`config.mk`:
```
export PLATFORM = sky130hd
export DESIGN_NAME = lb_header_rewrite
export DESIGN_NICKNAME = d
export VERILOG_FILES = /design/src/sv/lbhr_pkg.sv /design/src/sv/lbhr_ctrl.sv /design/src/sv/lbhr_dp.sv /design/src/sv/lb_header_rewrite.sv
export SDC_FILE = /design/constraint.sdc
export NUM_CORES = 1
export LEC_CHECK = 0
export BUFFER_PORTS_ARGS = -buffer_cell sky130_fd_sc_hd__buf_2
export CORE_ASPECT_RATIO = 1.25
export CORE_UTILIZATION = 30
export DETAILED_ROUTE_END_ITERATION = 8
export GPL_TIMING_DRIVEN = 0
export PLACE_DENSITY = 0.45
export SKIP_CTS_REPAIR_TIMING = 1
export SYNTH_ARGS = -nofsm -noshare
export SYNTH_HDL_FRONTEND = slang
export SYNTH_SLANG_ARGS = --single-unit
export TNS_END_PERCENT = 20
```
`constraint.sdc`:
```
create_clock -name clk_i -period 5.4 [get_ports clk_i]
set_input_delay 1.62 -clock clk_i [delete_from_list [all_inputs] [get_ports clk_i]]
set_output_delay 1.62 -clock clk_i [all_outputs]
set_load 0.03 [all_outputs]
```
`src/sv/lbhr_pkg.sv`:
```
// Shared types and constants for the header-rewriting load balancer.
// Used by lbhr_ctrl, lbhr_dp and lb_header_rewrite; no dependencies.
`default_nettype none

package lbhr_pkg;

  // Header layout (byte offsets within the frame)
  localparam int unsigned CntW = 6;
  localparam logic [CntW-1:0] HdrLen     = 6'd54;
  localparam logic [CntW-1:0] EthLen     = 6'd14;
  localparam logic [CntW-1:0] IpEnd      = 6'd34;
  localparam logic [CntW-1:0] DmacLoPos  = 6'd5;
  localparam logic [CntW-1:0] SmacLoPos  = 6'd11;
  localparam logic [CntW-1:0] EtypeHiPos = 6'd12;
  localparam logic [CntW-1:0] EtypeLoPos = 6'd13;
  localparam logic [CntW-1:0] ProtoPos   = 6'd23;
  localparam logic [CntW-1:0] CsumHiPos  = 6'd24;
  localparam logic [CntW-1:0] CsumLoPos  = 6'd25;
  localparam logic [CntW-1:0] SrcPos     = 6'd26;
  localparam logic [CntW-1:0] DstPos     = 6'd30;
  localparam logic [CntW-1:0] DportHiPos = 6'd36;
  localparam logic [CntW-1:0] DportLoPos = 6'd37;

  localparam logic [15:0] EtherTypeIpv4 = 16'h0800;
  localparam logic [7:0]  ProtoTcp      = 8'd6;

  // Configuration register indexes
  localparam int unsigned CfgIdxW  = 3;
  localparam int unsigned CfgDataW = 32;
  localparam logic [CfgIdxW-1:0] CfgNetPrefix   = 3'd0;
  localparam logic [CfgIdxW-1:0] CfgClientAddr  = 3'd1;
  localparam logic [CfgIdxW-1:0] CfgBackendA    = 3'd2;
  localparam logic [CfgIdxW-1:0] CfgBackendB    = 3'd3;
  localparam logic [CfgIdxW-1:0] CfgClientHost  = 3'd4;
  localparam logic [CfgIdxW-1:0] CfgBalancer    = 3'd5;
  localparam logic [CfgIdxW-1:0] CfgServicePort = 3'd6;

  typedef enum logic [1:0] {
    VERDICT_ABORT = 2'd0,
    VERDICT_PASS  = 2'd1,
    VERDICT_TX    = 2'd2
  } verdict_e;

  typedef enum logic [2:0] {
    ST_COLLECT,
    ST_DECIDE,
    ST_CSUM,
    ST_FOLD,
    ST_READ,
    ST_EMIT,
    ST_PASS
  } state_e;

  // Controller to datapath
  typedef struct packed {
    logic hdr_wr;    // store accepted header byte
    logic decide;    // register verdict and new destination host
    logic csum_add;  // add one rewritten address word to the checksum
    logic fold;      // fold and invert the checksum, restart flush index
    logic rd;        // read held byte at flush index
    logic emit;      // load rewritten held byte into the output register
    logic pass;      // load accepted byte straight into the output register
  } cmd_t;

  // Datapath to controller
  typedef struct packed {
    logic hdr_end;     // byte being stored is the last header byte
    logic csum_last;   // final address word is being added
    logic flush_last;  // byte being emitted is the last held one
    logic frame_last;  // held bytes end the frame
    logic out_free;    // output register can take an item this cycle
  } sts_t;

endpackage

`default_nettype wire

```
`src/sv/lbhr_ctrl.sv`:
```
// Sequencer for the load balancer: header collection, decision, checksum,
// flush and pass-through. Depends on lbhr_pkg.
`default_nettype none

module lbhr_ctrl import lbhr_pkg::*; (
  input  wire  clk_i,
  input  wire  rst_ni,
  input  wire  in_valid_i,
  input  wire  in_last_i,
  input  sts_t sts_i,
  output cmd_t cmd_o,
  output logic in_stall_o
);

  state_e state_q, state_d;
  logic   in_acc;

  always_comb begin
    in_stall_o = !((state_q == ST_COLLECT) || ((state_q == ST_PASS) && sts_i.out_free));
  end

  assign in_acc = in_valid_i && !in_stall_o;

  always_comb begin
    state_d = state_q;
    unique case (state_q)
      ST_COLLECT: begin
        if (in_acc && (in_last_i || sts_i.hdr_end)) state_d = ST_DECIDE;
      end
      ST_DECIDE: state_d = ST_CSUM;
      ST_CSUM: begin
        if (sts_i.csum_last) state_d = ST_FOLD;
      end
      ST_FOLD: state_d = ST_READ;
      ST_READ: state_d = ST_EMIT;
      ST_EMIT: begin
        if (sts_i.out_free) begin
          if (!sts_i.flush_last) state_d = ST_READ;
          else if (sts_i.frame_last) state_d = ST_COLLECT;
          else state_d = ST_PASS;
        end
      end
      ST_PASS: begin
        if (in_acc && in_last_i) state_d = ST_COLLECT;
      end
      default: state_d = ST_COLLECT;
    endcase
  end

  always_comb begin
    cmd_o = '0;
    unique case (state_q)
      ST_COLLECT: cmd_o.hdr_wr   = in_acc;
      ST_DECIDE:  cmd_o.decide   = 1'b1;
      ST_CSUM:    cmd_o.csum_add = 1'b1;
      ST_FOLD:    cmd_o.fold     = 1'b1;
      ST_READ:    cmd_o.rd       = 1'b1;
      ST_EMIT:    cmd_o.emit     = sts_i.out_free;
      ST_PASS:    cmd_o.pass     = in_acc;
      default:    cmd_o          = '0;
    endcase
  end

  always_ff @(posedge clk_i or negedge rst_ni) begin
    if (!rst_ni) begin
      state_q <= ST_COLLECT;
    end else begin
      state_q <= state_d;
    end
  end

endmodule

`default_nettype wire

```
`src/sv/lbhr_dp.sv`:
```
// Datapath for the load balancer: configuration registers, header memory,
// field capture, verdict, checksum and output register. Depends on lbhr_pkg.
`default_nettype none

module lbhr_dp import lbhr_pkg::*; (
  input  wire                 clk_i,
  input  wire                 rst_ni,
  input  wire                 cfg_we_i,
  input  wire [CfgIdxW-1:0]   cfg_idx_i,
  input  wire [CfgDataW-1:0]  cfg_data_i,
  input  wire [7:0]           in_byte_i,
  input  wire                 in_last_i,
  input  wire                 pick_second_i,
  input  cmd_t                cmd_i,
  output sts_t                sts_o,
  input  wire                 out_stall_i,
  output logic                out_valid_o,
  output logic [7:0]          out_byte_o,
  output logic                out_last_o,
  output logic [1:0]          verdict_o
);

  // Configuration
  logic [23:0] net_prefix_q;
  logic [31:0] client_addr_q;
  logic [7:0]  backend_a_q, backend_b_q, client_host_q, balancer_q;
  logic [15:0] service_port_q;

  // Frame state
  logic [CntW-1:0] cnt_q, fl_idx_q;
  logic            frame_last_q, chosen_q;
  logic [15:0]     etype_q, dport_q, csum_q;
  logic [7:0]      proto_q, prev_q, host_q, host_d, rd_q;
  logic [31:0]     src_q;
  logic [19:0]     acc_q;
  logic [1:0]      step_q;
  verdict_e        verdict_q, verdict_d;
  logic [7:0]      hdr_mem_q [HdrLen];

  // Output register
  logic            out_valid_q, out_last_q;
  logic [7:0]      out_byte_q;
  verdict_e        out_verdict_q;

  logic            out_free, flush_last, is_req, is_rep, csum_pair;
  logic [15:0]     csum_word, fold2;
  logic [16:0]     fold1;
  logic [7:0]      emit_byte;

  always_ff @(posedge clk_i or negedge rst_ni) begin
    if (!rst_ni) begin
      net_prefix_q   <= 24'd12587264;
      client_addr_q  <= 32'd3222339588;
      backend_a_q    <= 8'd2;
      backend_b_q    <= 8'd3;
      client_host_q  <= 8'd4;
      balancer_q     <= 8'd5;
      service_port_q <= 16'd80;
    end else if (cfg_we_i) begin
      unique case (cfg_idx_i)
        CfgNetPrefix:   net_prefix_q   <= cfg_data_i[23:0];
        CfgClientAddr:  client_addr_q  <= cfg_data_i;
        CfgBackendA:    backend_a_q    <= cfg_data_i[7:0];
        CfgBackendB:    backend_b_q    <= cfg_data_i[7:0];
        CfgClientHost:  client_host_q  <= cfg_data_i[7:0];
        CfgBalancer:    balancer_q     <= cfg_data_i[7:0];
        CfgServicePort: service_port_q <= cfg_data_i[15:0];
        default: ;
      endcase
    end
  end

  // Header memory: one write port, registered read
  always_ff @(posedge clk_i) begin
    if (cmd_i.hdr_wr) hdr_mem_q[cnt_q] <= in_byte_i;
    if (cmd_i.rd) rd_q <= hdr_mem_q[fl_idx_q];
  end

  // Capture the fields the decision needs as they go by
  always_ff @(posedge clk_i) begin
    if (cmd_i.hdr_wr) begin
      prev_q <= in_byte_i;
      case (cnt_q)
        EtypeHiPos:        etype_q[15:8] <= in_byte_i;
        EtypeLoPos:        etype_q[7:0]  <= in_byte_i;
        ProtoPos:          proto_q       <= in_byte_i;
        SrcPos:            src_q[31:24]  <= in_byte_i;
        SrcPos + 6'd1:     src_q[23:16]  <= in_byte_i;
        SrcPos + 6'd2:     src_q[15:8]   <= in_byte_i;
        SrcPos + 6'd3:     src_q[7:0]    <= in_byte_i;
        DportHiPos:        dport_q[15:8] <= in_byte_i;
        DportLoPos:        dport_q[7:0]  <= in_byte_i;
        default: ;
      endcase
    end
  end

  // Odd byte of an IPv4 header word ahead of the checksum field
  assign csum_pair = (cnt_q > EthLen) && (cnt_q < CsumHiPos) && cnt_q[0];

  always_comb begin
    case (step_q)
      2'd0:    csum_word = net_prefix_q[23:8];
      2'd1:    csum_word = {net_prefix_q[7:0], balancer_q};
      2'd2:    csum_word = net_prefix_q[23:8];
      default: csum_word = {net_prefix_q[7:0], host_q};
    endcase
  end

  assign fold1 = {1'b0, acc_q[15:0]} + {13'b0, acc_q[19:16]};
  assign fold2 = fold1[15:0] + {15'b0, fold1[16]};

  always_ff @(posedge clk_i) begin
    if (cmd_i.hdr_wr && (cnt_q == '0)) begin
      acc_q <= '0;
    end else if (cmd_i.hdr_wr && csum_pair) begin
      acc_q <= acc_q + {4'b0, prev_q, in_byte_i};
    end else if (cmd_i.csum_add) begin
      acc_q <= acc_q + {4'b0, csum_word};
    end
    if (cmd_i.decide) step_q <= '0;
    else if (cmd_i.csum_add) step_q <= step_q + 2'd1;
    if (cmd_i.fold) csum_q <= ~fold2;
    if (cmd_i.hdr_wr) frame_last_q <= in_last_i;
    if (cmd_i.decide) host_q <= host_d;
  end

  // Verdict
  assign is_req = (src_q == client_addr_q) && (dport_q == service_port_q);
  assign is_rep = (src_q == {net_prefix_q, backend_a_q}) ||
                  (src_q == {net_prefix_q, backend_b_q});

  always_comb begin
    host_d = client_host_q;
    if (cnt_q < EthLen) verdict_d = VERDICT_ABORT;
    else if (etype_q != EtherTypeIpv4) verdict_d = VERDICT_PASS;
    else if (cnt_q < IpEnd) verdict_d = VERDICT_ABORT;
    else if (proto_q != ProtoTcp) verdict_d = VERDICT_PASS;
    else if (cnt_q < HdrLen) verdict_d = VERDICT_ABORT;
    else if (is_req) begin
      verdict_d = VERDICT_TX;
      host_d    = chosen_q ? backend_b_q : backend_a_q;
    end else if (is_rep) verdict_d = VERDICT_TX;
    else verdict_d = VERDICT_PASS;
  end

  always_ff @(posedge clk_i or negedge rst_ni) begin
    if (!rst_ni) begin
      cnt_q     <= '0;
      fl_idx_q  <= '0;
      chosen_q  <= 1'b0;
      verdict_q <= VERDICT_ABORT;
    end else begin
      if (cmd_i.hdr_wr) cnt_q <= cnt_q + 6'd1;
      else if (cmd_i.emit && flush_last) cnt_q <= '0;
      if (cmd_i.hdr_wr && (cnt_q == '0)) chosen_q <= pick_second_i;
      if (cmd_i.decide) verdict_q <= verdict_d;
      if (cmd_i.fold) fl_idx_q <= '0;
      else if (cmd_i.emit) fl_idx_q <= fl_idx_q + 6'd1;
    end
  end

  assign flush_last = (fl_idx_q + 6'd1) == cnt_q;

  // Overlay rewritten fields on the held header
  always_comb begin
    emit_byte = rd_q;
    if (verdict_q == VERDICT_TX) begin
      case (fl_idx_q)
        DmacLoPos:     emit_byte = host_q;
        SmacLoPos:     emit_byte = balancer_q;
        CsumHiPos:     emit_byte = csum_q[15:8];
        CsumLoPos:     emit_byte = csum_q[7:0];
        SrcPos:        emit_byte = net_prefix_q[23:16];
        SrcPos + 6'd1: emit_byte = net_prefix_q[15:8];
        SrcPos + 6'd2: emit_byte = net_prefix_q[7:0];
        SrcPos + 6'd3: emit_byte = balancer_q;
        DstPos:        emit_byte = net_prefix_q[23:16];
        DstPos + 6'd1: emit_byte = net_prefix_q[15:8];
        DstPos + 6'd2: emit_byte = net_prefix_q[7:0];
        DstPos + 6'd3: emit_byte = host_q;
        default:       emit_byte = rd_q;
      endcase
    end
  end

  assign out_free = !out_valid_q || !out_stall_i;

  always_ff @(posedge clk_i or negedge rst_ni) begin
    if (!rst_ni) begin
      out_valid_q <= 1'b0;
    end else if (cmd_i.emit || cmd_i.pass) begin
      out_valid_q <= 1'b1;
    end else if (!out_stall_i) begin
      out_valid_q <= 1'b0;
    end
  end

  always_ff @(posedge clk_i) begin
    if (cmd_i.emit) begin
      out_byte_q    <= emit_byte;
      out_last_q    <= frame_last_q && flush_last;
      out_verdict_q <= verdict_q;
    end else if (cmd_i.pass) begin
      out_byte_q    <= in_byte_i;
      out_last_q    <= in_last_i;
      out_verdict_q <= verdict_q;
    end
  end

  always_comb begin
    sts_o.hdr_end    = (cnt_q == HdrLen - 6'd1);
    sts_o.csum_last  = (step_q == 2'd3);
    sts_o.flush_last = flush_last;
    sts_o.frame_last = frame_last_q;
    sts_o.out_free   = out_free;
  end

  assign out_valid_o = out_valid_q;
  assign out_byte_o  = out_byte_q;
  assign out_last_o  = out_last_q;
  assign verdict_o   = out_verdict_q;

endmodule

`default_nettype wire

```
`src/sv/lb_header_rewrite.sv`:
```
// Two-backend NAT load balancer on an Ethernet byte stream.
// Top level: joins lbhr_ctrl and lbhr_dp. Depends on lbhr_pkg.
//
// Header bytes (up to 54, or fewer if the frame ends early) are taken one
// per cycle into a header memory, even while the output register still holds
// the previous frame's final item. The verdict is then registered, and the
// IPv4 checksum of the rewritten header is summed and folded; each held byte
// is then read from the header memory and loaded into the output register,
// once it is free, before the next one is read; the input stalls until the
// flush ends. Bytes after the header pass through the output register at
// one per cycle while the output is not stalled.
// Every byte of a frame carries the same verdict; aborted frames are still
// emitted unchanged.
`default_nettype none

module lb_header_rewrite import lbhr_pkg::*; (
  input  wire                clk_i,
  input  wire                rst_ni,
  input  wire                cfg_we_i,
  input  wire [CfgIdxW-1:0]  cfg_idx_i,
  input  wire [CfgDataW-1:0] cfg_data_i,
  input  wire                in_valid_i,
  output logic               in_stall_o,
  input  wire [7:0]          in_byte_i,
  input  wire                in_last_i,
  input  wire                pick_second_i,
  output logic               out_valid_o,
  input  wire                out_stall_i,
  output logic [7:0]         out_byte_o,
  output logic               out_last_o,
  output logic [1:0]         verdict_o
);

  cmd_t cmd;
  sts_t sts;

  lbhr_ctrl u_ctrl (
    .clk_i      (clk_i),
    .rst_ni     (rst_ni),
    .in_valid_i (in_valid_i),
    .in_last_i  (in_last_i),
    .sts_i      (sts),
    .cmd_o      (cmd),
    .in_stall_o (in_stall_o)
  );

  lbhr_dp u_dp (
    .clk_i         (clk_i),
    .rst_ni        (rst_ni),
    .cfg_we_i      (cfg_we_i),
    .cfg_idx_i     (cfg_idx_i),
    .cfg_data_i    (cfg_data_i),
    .in_byte_i     (in_byte_i),
    .in_last_i     (in_last_i),
    .pick_second_i (pick_second_i),
    .cmd_i         (cmd),
    .sts_o         (sts),
    .out_stall_i   (out_stall_i),
    .out_valid_o   (out_valid_o),
    .out_byte_o    (out_byte_o),
    .out_last_o    (out_last_o),
    .verdict_o     (verdict_o)
  );

endmodule

`default_nettype wire
```
# Word level (Yosys, flattened, before mapping)
# Memories as Yosys holds them, arrays and structs flattened. A register that Yosys moved wholly into a read port is not among the register bits.
# Cells that the tools add are included.
# word_totals
ff_bits	261
ramBits	432
in_bits	50
out_inout_bits	13
wordCells	192
n_memories	1
# mem_list
name	depth	word_bits	rd	rd_clocked_by_memory_dff	wr	line	text
u_dp.hdr_mem_q	54	8	1	1	1	lbhr_dp.sv:38	logic [7:0] hdr_mem_q [HdrLen];
# op_classes
addsub	7
n_lt_le_gt_ge	5
eq_ne	50
n_mux	47
n_bitwise	1
reduce_logical	50
# op_table
operator	count
$eq A32 B32 Y1	3
$mux W8	10
$eq A6 B5 Y1 const B	13
$pmux W8 S7	1
$add A20 B16 Y20	2
$mux W20	2
$pmux W16 S2	1
$reduce_and A2 Y1	16
$eq A6 B6 Y1 const B	5
$mux W6	4
$pmux W3 S7	1
$eq A3 B3 Y1 const B	6
$eq A6 B4 Y1 const B	3
$mux W2	9
$mux W3	6
$add A16 B4 Y17	1
$add A16 B1 Y16	1
$eq A16 B16 Y1	1
$ne A16 B12 Y1 const B	1
$not A16 Y16	1
$mux W1	13
$add A6 B1 Y6 const B	2
$eq A3 B2 Y1 const B	4
$lt A6 B6 Y1 const B	2
other kinds (21)	52

# Logic depth before layout (Yosys ltp)
# Gate-level depths: netlist (run 1).
# depth
word_depth	9
depth_mapped	17
ltp_nobuf	16

# Cells and area by module
# Synthesis (run 1) repeated with hierarchy kept, for this count alone.
# hier_totals
hier_cells	1849
hier_area_um2	30307.8
# modules_own_cells
module	instances	cells_each	area_each_um2	seq_area_each_um2
lbhr_dp	1	1814	30030.1	20160.6
lbhr_ctrl	1	35	277.8	75.1

# Worst setup path before layout (run 1)
# OpenSTA, ideal clock, no wires.
# synth_path
path_kind	input port to flip-flop
from	input port in_valid_i
to	register u_dp.acc_q[17]
setup_time_ns	0.128
arrival_ns	5.045
required_ns	5.272
slack_ns	0.228
stages	14
path_buffers	2
cell_sequence	or4b_1 -> buf_2 -> a2111oi_4 -> clkbuf_1 -> nand2_1 -> o21ai_0 -> ha_1 -> and3_1 -> a2111oi_0 -> o22ai_1 -> o211ai_1 -> a211oi_1 -> xnor2_1 -> nor2_1
# synth_between
elab_chain_cells	4
word_cells_on_any_way	6
cone_classes	2 x mux; 4 x reduce/logical
# synth_rtl
item	line	text
start, declared	lb_header_rewrite.sv:22	input wire in_valid_i,
$logic_and A1 B1 Y1 *	lbhr_ctrl.sv:22	assign in_acc = in_valid_i && !in_stall_o;
$mux W1 *	lbhr_ctrl.sv:52	unique case (state_q)
$logic_and A1 B1 Y1	lbhr_dp.sv:116	end else if (cmd_i.hdr_wr && csum_pair) begin
$mux W20 or $reduce_bool A2 Y1 (tied branches)	-	
end signal, assigned	lbhr_dp.sv:117	acc_q <= acc_q + {4'b0, prev_q, in_byte_i};
end signal, assigned	lbhr_dp.sv:119	acc_q <= acc_q + {4'b0, csum_word};
end, declared	lbhr_dp.sv:35	logic [19:0] acc_q;
# Mark *: on every way between the ends. The rest lies on a longest branch, timed or not.
# A chain may end at the register's enable or synchronous reset.

# Worst setup path after layout (run 1)
# Same ends and word-level chain as after synthesis.

==> results of run 1 <==
[cell type report]
type / count / area share [%]
sequential: 701 / 58.3
multi-input combinational: 1039 / 27.2
clock buffer: 102 / 5.97
tap: 1310 / 4.72
timing repair buffer: 68 / 1.24
clock inverter: 40 / 1.21
buffer: 86 / 1.02
inverter: 25 / 0.271
antenna: 1 / 0.00721
[registers in the layout, summed over array words and instances, names as in the netlist, 3 cells and up]
register,cells
u_ctrl.state_q,3
u_dp.acc_q,20
u_dp.backend_a_q,8
u_dp.backend_b_q,8
u_dp.balancer_q,8
u_dp.client_addr_q,32
u_dp.client_host_q,8
u_dp.cnt_q,6
u_dp.csum_q,16
u_dp.dport_q,16
u_dp.etype_q,16
u_dp.fl_idx_q,6
u_dp.hdr_mem_q,432
u_dp.host_q,8
u_dp.net_prefix_q,24
u_dp.out_byte_o,8
u_dp.prev_q,8
u_dp.proto_q,8
u_dp.rd_q,8
u_dp.service_port_q,16
u_dp.src_q,32
[report_power, final]
part / switching [mW] / total [mW] / internal (mW) / leakage (nW)
combinational: 2.86 / 4.90 / 2.04 / 3.86
clock: 2.24 / 5.17 / 2.94 / 1.21
sequential: 0.418 / 6.76 / 6.34 / 6.65
total: 5.51 / 16.8 / 11.3 / 11.7
[kinds of logic after synthesis]
group,Yosys count
compound gates,208
xor+xnor,127
fa+ha+maj,35
buf+inv,112
flops,701
mux,275
simple gates,394
[routing by layer]
| metal | global-route usage, % | share of wire (%) | vias up |
|---|---|---|---|
| li1 | - | - | 7520 |
| met1 | 21.1 | 41 | 8848 |
| met2 | 30.1 | 52 | 431 |
| met3 | 2.23 | 3.8 | 116 |
| met4 | 5.76 | 2.9 | 2 |
| met5 | 0 | 0.015 | - |
[placed cells by master (no fill, tap or decap), types with 35 or more instances in the layout]
master,n
edfxtp_1,556
mux4_2,136
nor2_1,109
nand2_1,108
dfrtp_1,106
mux2_2,104
xor2_1,78
clkbuf_16,78
clkbuf_1,77
buf_2,66
o21ai_0,60
a21oi_1,51
xnor2_1,49
nand3_1,43
mux2i_1,35
[through the flow]
step	power, mW	hold WS [ns]	std cells	instance area (sq um)
floorplan	9.98	0.425	1852	30100
detailed placement	11.8	0.462	3226	32100
global route	17.6	0.511	3371	34700
CTS	17.1	0.477	3368	34600
finish	16.8	0.478	3372	34700
global placement	11.8	0.447	3222	32000
[final timing paths]
| kind | startpoint | end | slack, ns | depth (start not counted) |
|---|---|---|---|---|
| max | in_valid_i | u_dp.acc_q[17]$_SDFFE_PP0P_ | 0.26 | 16 |
| min reg2reg | u_dp.verdict_q[1]$_DFFE_PN0P_ | u_dp.verdict_o[1]$_DFFE_PP_ | 0.48 | 0 |
| min in group asynchronous | rst_ni | u_dp.chosen_q$_DFFE_PN0P_ | 0.91 | 1 |
| min | u_dp.verdict_q[1]$_DFFE_PN0P_ | u_dp.verdict_o[1]$_DFFE_PP_ | 0.48 | 0 |
| max reg2reg | u_dp.fl_idx_q[1]$_DFFE_PN0P_ | u_dp.out_byte_o[2]$_DFFE_PP_ | 0.65 | 13 |
| max in group asynchronous | rst_ni | u_dp.client_addr_q[30]$_DFFE_PN1P_ | 3.62 | 2 |
==> results.ini, run 1 <==
[grt]
antenna_found_initial = 1
grt_pass1_wl_microns = 125000
gr-total-overflow = 0
grt_start_max_net_pins = 80
grt_util_all_layers_pct = 16.9
grt_pass1_vias = 17664

[sta]
clock_skew_ns = 0.0240
drv_slew = 0
period_share_pct = 95.3
tightestPinTransition_ns = 1.35
fin_tns_setup_ns = 0
slew_headroom_pct = 9.96
setup_ws_ns = 0.256
fmax_ghz = 0.194
setup_viol = 0
finalHoldViolCount = 0
period_minus_slack_ns = 5.14
rsz0062_at_grt = false

[synthesis]
synth_xor_area_share_pct = 3.70
synth_seq_area_share_pct = 67.3
yosys_register_bits = 701
yosys.area.top_type_share_pct = 55.5
yosys.area_share.adder_pct = 1.50
synthesis.area_sq_um = 30100
synth_compound_area_share_pct = 4.52
synth-simple-area-share_pct = 6.30
synth_common_cells = edfxtp_1, mux4_2, nor2_1
syn-num-nets = 1936
yosys_warnings = 0
synthArstFlopShare_pct = 17.5
ys_types = 72
avgSynthCellArea_sq_um = 16.2
synth_top_flop_cell = edfxtp_1
synth_top_family_by_area = multiplexers
yosysMostFrequentCell = edfxtp_1
synth_edf_count = 556
netlist_instances = 1852
synthTopCellsByArea = edfxtp_1, mux4_2, dfrtp_1
yosysTopAreaCell = edfxtp_1
yosys-mux-area-fraction_pct = 15.2

[setup_path]
crit_required_ns = 5.91
critPathSlowestCell = or4b_1
startpoint_type = input pin
endpoint_kind = flip-flop
path_cells = buf_2, or4b_1, buf_2, a2111oi_4, buf_4, buf_4, clkbuf_2, o21ai_0, ha_1, and3_1, a2111oi_4, o22ai_1, o211ai_1, a211oi_1, xnor2_1, nor2_1
critical_path_buf_inv_count = 5
worstPathMaxFanout = 12
crit_family = compound AO/OA/AOI/OAI gates
arrival_ns = 5.65
worstSetupPathType = in2reg
max_stage_delay_ns = 0.50

[layout]
drive_above_1_share_pct = 22.9
multi_input_area_sq_um = 9440
seq_area_sq_um = 20200
area_growth_pct = 15.3
final_nets = 2083
fin_util_pct = 35.0
fillerInstances = 9521

[place]
gp_congestion = 0.848
port_buffers = 60
dp_slack_ns = -1.50
dp_hpwl_microns = 58300

[power]
power.leakage_nw = 11.7
ir_drop_v = 0.000237
p_per_area_nw_per_um2 = 485

[run]
cap_violations = 0

[worst_hold_path]
hold_class = reg2reg

[die]
die_w_microns = 285
die_h_microns = 356
die_area_sq_um = 102000
ioPinCount = 63
rows = 129
core-area_sq_um = 99100
start_util_pct = 30.4

[status]
outcome = finished clean

[drt]
ant_nets = 0
drtIter0Drc = 1404
firstDrtPassIters = 6
wl_microns = 85500
viasPerCell = 5.02
route.detailed.drc = 0
post_drt_wl_per_cell_microns = 25.4
vias = 16917

[clocking]
clk-insertion-delay-late_ns = 0.65
cts_buffers = 78
htreeDepth = 3
clk_pin_slew_ns = 0.06
cts.sinks = 701
root_buffer = clkbuf_16
clock_path_buffers = 3
cts_tree = built

No activity file was read; power rests on OpenSTA's default activity.
==> run 2, diff against run 1 <==
Settings changed: CAP_MARGIN from default to 10, CORE_MARGIN from default to 3.
==> run 2 against run 1 <==
Against the previous run:
- register-to-register slack got worse by 0.08 ns
- global-route usage fell by 0.55 points
- sequential share of layout area rose by 0.11 points
- die area rose by 2.5%
- flip-flop and latch count did not move
- fmax fell by 1.1%
==> results.ini, run 2 (synthesis gave the netlist of run 1 again) <==
[place]
gp_congestion = 0.847
dp_slack_ns = -1.34
port_buffers = 60
dp_hpwl_microns = 58500

[sta]
finalHoldViolCount = 0
period_minus_slack_ns = 5.20
setup_ws_ns = 0.201
tightestPinTransition_ns = 1.27
period_share_pct = 96.3
drv_slew = 0
setup_viol = 0
rsz0062_at_grt = false
hold_slack_ns = 0.491
slew_headroom_pct = 14.7
clock_skew_ns = 0.0287
fmax_ghz = 0.192

[layout]
final_common_cell = edfxtp_1
largestRegisters = u_dp.hdr_mem_q: 432 flops, u_dp.client_addr_q: 32 flops, u_dp.src_q: 32 flops
drive_above_1_share_pct = 22.6
area_growth_pct = 15.1
diodes = 0
final_nets = 2085
final_cell_mix = edfxtp_1, mux4_2, nor2_1
largest_register_ffs = 432
fillerInstances = 9529
top_register = u_dp.hdr_mem_q

[drt]
vias = 16844
route.detailed.drc = 0
wl_microns = 85400
post_drt_wl_per_cell_microns = 25.3
ant_nets = 0
drtIter0Drc = 1478
firstDrtPassIters = 8
viasPerCell = 5.00

[worst_hold_path]
hold_class = reg2reg

[grt]
antenna_found_initial = 0
gr-total-overflow = 0
grt_util_all_layers_pct = 16.4
grt_start_max_net_pins = 83
grt_pass1_wl_microns = 124000
grt_pass1_vias = 17617

[status]
outcome = finished clean

[power]
ir_drop_v = 0.000270
power.leakage_nw = 11.7
p_per_area_nw_per_um2 = 483

[run]
cap_violations = 0

[clocking]
clk-insertion-delay-late_ns = 0.62
cts.sinks = 701
clk_pin_slew_ns = 0.05
cts_tree = built
htreeDepth = 3
clock_path_buffers = 3
cts_buffers = 78
root_buffer = clkbuf_16

[die]
start_util_pct = 30.3
die_area_sq_um = 104000
die_h_microns = 360
core-area_sq_um = 99300
die_w_microns = 289
rows = 129
ioPinCount = 63

[setup_path]
worstSetupPathType = in2reg
endpoint_kind = flip-flop
worstPathMaxFanout = 10
arrival_ns = 5.68
crit_required_ns = 5.88
startpoint_type = input pin

-- run 2: cell types whose count changed in the layout (fill, tap and decap cells not counted), sizes merged --
| cell | before | now |
|---|---|---|
| clkinvlp | 2 | 3 |
| diode | 1 | 0 |
| buf | 96 | 97 |
| clkbuf | 160 | 166 |
| clkinv | 33 | 26 |
-- run 2: layout make-up --
class                      count  area, sq um  share of cell area [%]
tap                         1310         1640                    4.73
clock buffer                 107         2130                    6.16
inverter                      25         93.8                   0.271
clock inverter                34          287                   0.828
multi-input combinational   1039         9450                    27.3
buffer                        87          359                    1.04
timing repair buffer          69          429                    1.24
sequential                   701        20200                    58.4
-- run 2: power breakdown --
group | switching (mW) | internal, mW
logic | 2.85 | 2.04
clock network | 2.12 | 2.96
registers | 0.422 | 6.34
-- run 2: worst paths after layout --
check,startpoint,to,slack (ns),depth (start not counted)
setup / recovery,in_valid_i,u_dp.acc_q[17]$_SDFFE_PP0P_,0.20,15
hold / removal,u_dp.acc_q[0]$_SDFFE_PP0P_,u_dp.acc_q[0]$_SDFFE_PP0P_,0.49,2
setup reg to reg,u_dp.fl_idx_q[1]$_DFFE_PN0P_,u_dp.out_byte_o[1]$_DFFE_PP_,0.57,14
hold reg to reg,u_dp.acc_q[0]$_SDFFE_PP0P_,u_dp.acc_q[0]$_SDFFE_PP0P_,0.49,2
max in group asynchronous,rst_ni,u_dp.client_addr_q[20]$_DFFE_PN1P_,3.60,2
min in group asynchronous,rst_ni,u_dp.chosen_q$_DFFE_PN0P_,0.94,1
-- run 2: metal layers --
| layer | track usage [%] | wire (microns) | up-vias |
|---|---|---|---|
| met2 | 28.9 | 44300 | 422 |
| met3 | 2.16 | 3400 | 114 |
| met1 | 21.0 | 35500 | 8779 |
| met5 | 0 | 0 | - |
| li1 | - | - | 7529 |
| met4 | 4.73 | 2140 | 0 |
-- run 2: metrics by stage --
step / utilization, % / TNS, ns / power, mW / instance area (sq um) / std cells
2_1_floorplan: - / 0 / 9.98 / 30100 / 1852
3_3_place_gp: 32.3 / -37.47 / 11.8 / 32000 / 3222
3_5_place_dp: 32.4 / -50.28 / 11.8 / 32100 / 3228
4_1_cts: 34.8 / -3.89 / 16.9 / 34600 / 3369
5_1_grt: 34.9 / 0 / 17.5 / 34600 / 3372
6_report: 34.9 / 0 / 16.7 / 34600 / 3372
-- run 2: critical path, stage by stage --
cell,delay (ns)
buf_2,0.12
or4b_1,0.53
buf_2,0.24
a2111oi_4,0.28
buf_4,0.23
clkbuf_1,0.36
o21ai_0,0.26
ha_1,0.39
and3_1,0.23
a2111oi_4,0.45
o22ai_1,0.24
o211ai_1,0.35
a211oi_1,0.15
xnor2_1,0.14
nor2_1,0.05
==> run 3, diff against run 2 <==
Settings changed: ABC_CLOCK_PERIOD_IN_PS from default to 4500, PLACE_DENSITY 0.45 to 0.47.
Clock period 5.4 ns to 4.5 ns, I/O delays scaled along.
==> run 3 against run 2 <==
Against the previous run:
- the flow now finishes with violations (setup timing)
- sequential power grew 20%
- via count grew 0.52%
- first-iteration DRC count shrank 8.2%
- cell area grew 0.72%
- global-route usage shrank 0.20 points
- clock skew shrank 0.0092 ns
- largest power group unchanged
- critical path depth shrank 8
- largest cell class unchanged
- combinational power grew 24%
- critical path type unchanged
- flip-flop and latch count is the same
- routed wire length shrank 1.2%
- non-clock buffer count grew 17
==> results.ini, run 3 (synthesis gave the netlist of run 1 again) <==
[drt]
viasPerCell = 5.00
route.detailed.drc = 0
firstDrtPassIters = 5
wl_microns = 84400
post_drt_wl_per_cell_microns = 24.9
vias = 16931
drtIter0Drc = 1357
ant_nets = 0

[setup_path]
reg2reg_to = u_dp.out_byte_o[5]$_DFFE_PP_
startpoint_type = input pin
r2r-start = u_dp.fl_idx_q[1]$_DFFE_PN0P_
worstPathMaxFanout = 18
arrival_ns = 4.77
endpoint_kind = flip-flop
worstSetupPathType = in2reg
r2r_slack_ns = 0.21
r2r_cells = 12
crit_required_ns = 4.74

[grt]
grt_pass1_wl_microns = 123000
grt_start_max_net_pins = 78
gr-total-overflow = 0
grt_util_all_layers_pct = 16.2
grt_pass1_vias = 17418
antenna_found_initial = 0

[layout]
drive_above_1_share_pct = 24.5
top_register = u_dp.hdr_mem_q
diodes = 0
layoutNonFillerInstCount = 3388
area_growth_pct = 15.9
largest_register_ffs = 432
final_common_cell = edfxtp_1
final_area_sq_um = 34900
largestRegisters = u_dp.hdr_mem_q: 432 flops, u_dp.client_addr_q: 32 flops, u_dp.src_q: 32 flops
final_cell_mix = edfxtp_1, mux4_2, nand2_1
final_nets = 2102

[clocking]
cts.sinks = 701
clock_path_buffers = 3
clk_pin_slew_ns = 0.06
cts_tree = built
cts_buffers = 78
root_buffer = clkbuf_16
htreeDepth = 3
clk-insertion-delay-late_ns = 0.62

[die]
die_w_microns = 289
die_h_microns = 360
die_area_sq_um = 104000
core-area_sq_um = 99300
ioPinCount = 63
start_util_pct = 30.3
rows = 129

[run]
cap_violations = 0

[place]
gp_congestion = 0.852
post-place-cells = 3230
place_area_sq_um = 32200
dp_hpwl_microns = 58900
port_buffers = 60

[worst_hold_path]
hold_path.startpoint = u_dp.acc_q[18]$_SDFFE_PP0P_
holdPathEnd = u_dp.acc_q[18]$_SDFFE_PP0P_
hold_class = reg2reg
holdPathStages = 1

[status]
outcome = finished, violations left
violations = setup timing

[sta]
hold_slack_ns = 0.492
drv_slew = 0
fmax_ghz = 0.221
setup_ws_ns = -0.0336
finalHoldViolCount = 0
rsz0062_at_grt = true
slew_headroom_pct = 12.9
clock_skew_ns = 0.0194
period_share_pct = 101
period_minus_slack_ns = 4.53
setup_viol = 34
tightestPinTransition_ns = 1.30

[power]
ir_drop_v = 0.000362
power.leakage_nw = 11.8
p_per_area_nw_per_um2 = 576

run 3: changes by cell type in the layout (fill, tap and decap cells not counted), moves of 2 or more:
cell,before,now
nand3_1,43,41
o21ai_2,0,3
clkbuf_4,0,3
o21ai_0,60,57
clkinv_1,16,19
clkinv_2,8,13
buf_12,1,4
nor2_2,0,7
nand3_2,0,2
buf_4,12,22
clkbuf_1,81,75
nor2_1,109,102
bufinv_16,4,1
buf_6,4,6
run 3: report_power, final:
part | switching, mW | internal (mW)
registers | 0.496 | 7.61
logic | 3.50 | 2.58
clock network | 2.53 | 3.38
total | 6.53 | 13.6
run 3: worst max-delay path by stage:
| stage | slack [ns] | cells after the start | end | startpoint |
|---|---|---|---|---|
| after floorplan | -0.02 | 14 | u_dp.acc_q[17]$_SDFFE_PP0P_ | in_valid_i |
| after global placement | -1.33 | 15 | u_dp.acc_q[17]$_SDFFE_PP0P_ | in_valid_i |
| after detailed placement | -1.39 | 15 | u_dp.acc_q[17]$_SDFFE_PP0P_ | in_valid_i |
| after CTS | -0.75 | 15 | u_dp.acc_q[17]$_SDFFE_PP0P_ | in_valid_i |
| after global routing | -0.14 | 7 | u_dp.hdr_mem_q[49][4]$_DFFE_PP_ | in_valid_i |
| final | -0.03 | 7 | u_dp.hdr_mem_q[49][0]$_DFFE_PP_ | in_valid_i |
run 3: metal layers:
metal	global-route usage, %	up-vias	share of wire (%)
li1	-	7559	-
met1	20.2	8810	40
met2	29.2	462	53
met3	2.27	100	4.2
met4	4.31	0	2.0
met5	0	-	0
run 3: worst max-delay path: stages:
cell	delay, ns
buf_4	0.11
or4b_4	0.50
buf_8	0.16
inv_1	0.10
clkbuf_1	0.82
nand3_1	0.81
nor2_1	0.90
run 3: final cells by class:
cell class	count	area [sq um]
inverters	25	93.8
repair buffers	87	618
plain buffers	86	382
clock buffers	103	2130
multi-input cells	1039	9550
fillers	9476	64400
well taps	1310	1640
clock inverters	37	224
flip-flops and latches	701	20200
run 3: through the flow:
step	power (mW)	TNS, ns	utilization, %	worst slack (ns)
finish	20.1	-0.501	35.1	-0.0336
global route	21.0	-7.66	35.1	-0.138
CTS	20.2	-26.94	34.8	-0.750
detailed placement	14.2	-147.47	32.5	-1.39
global placement	14.1	-134.11	32.3	-1.33
floorplan	12.0	-0.0226	-	-0.0226
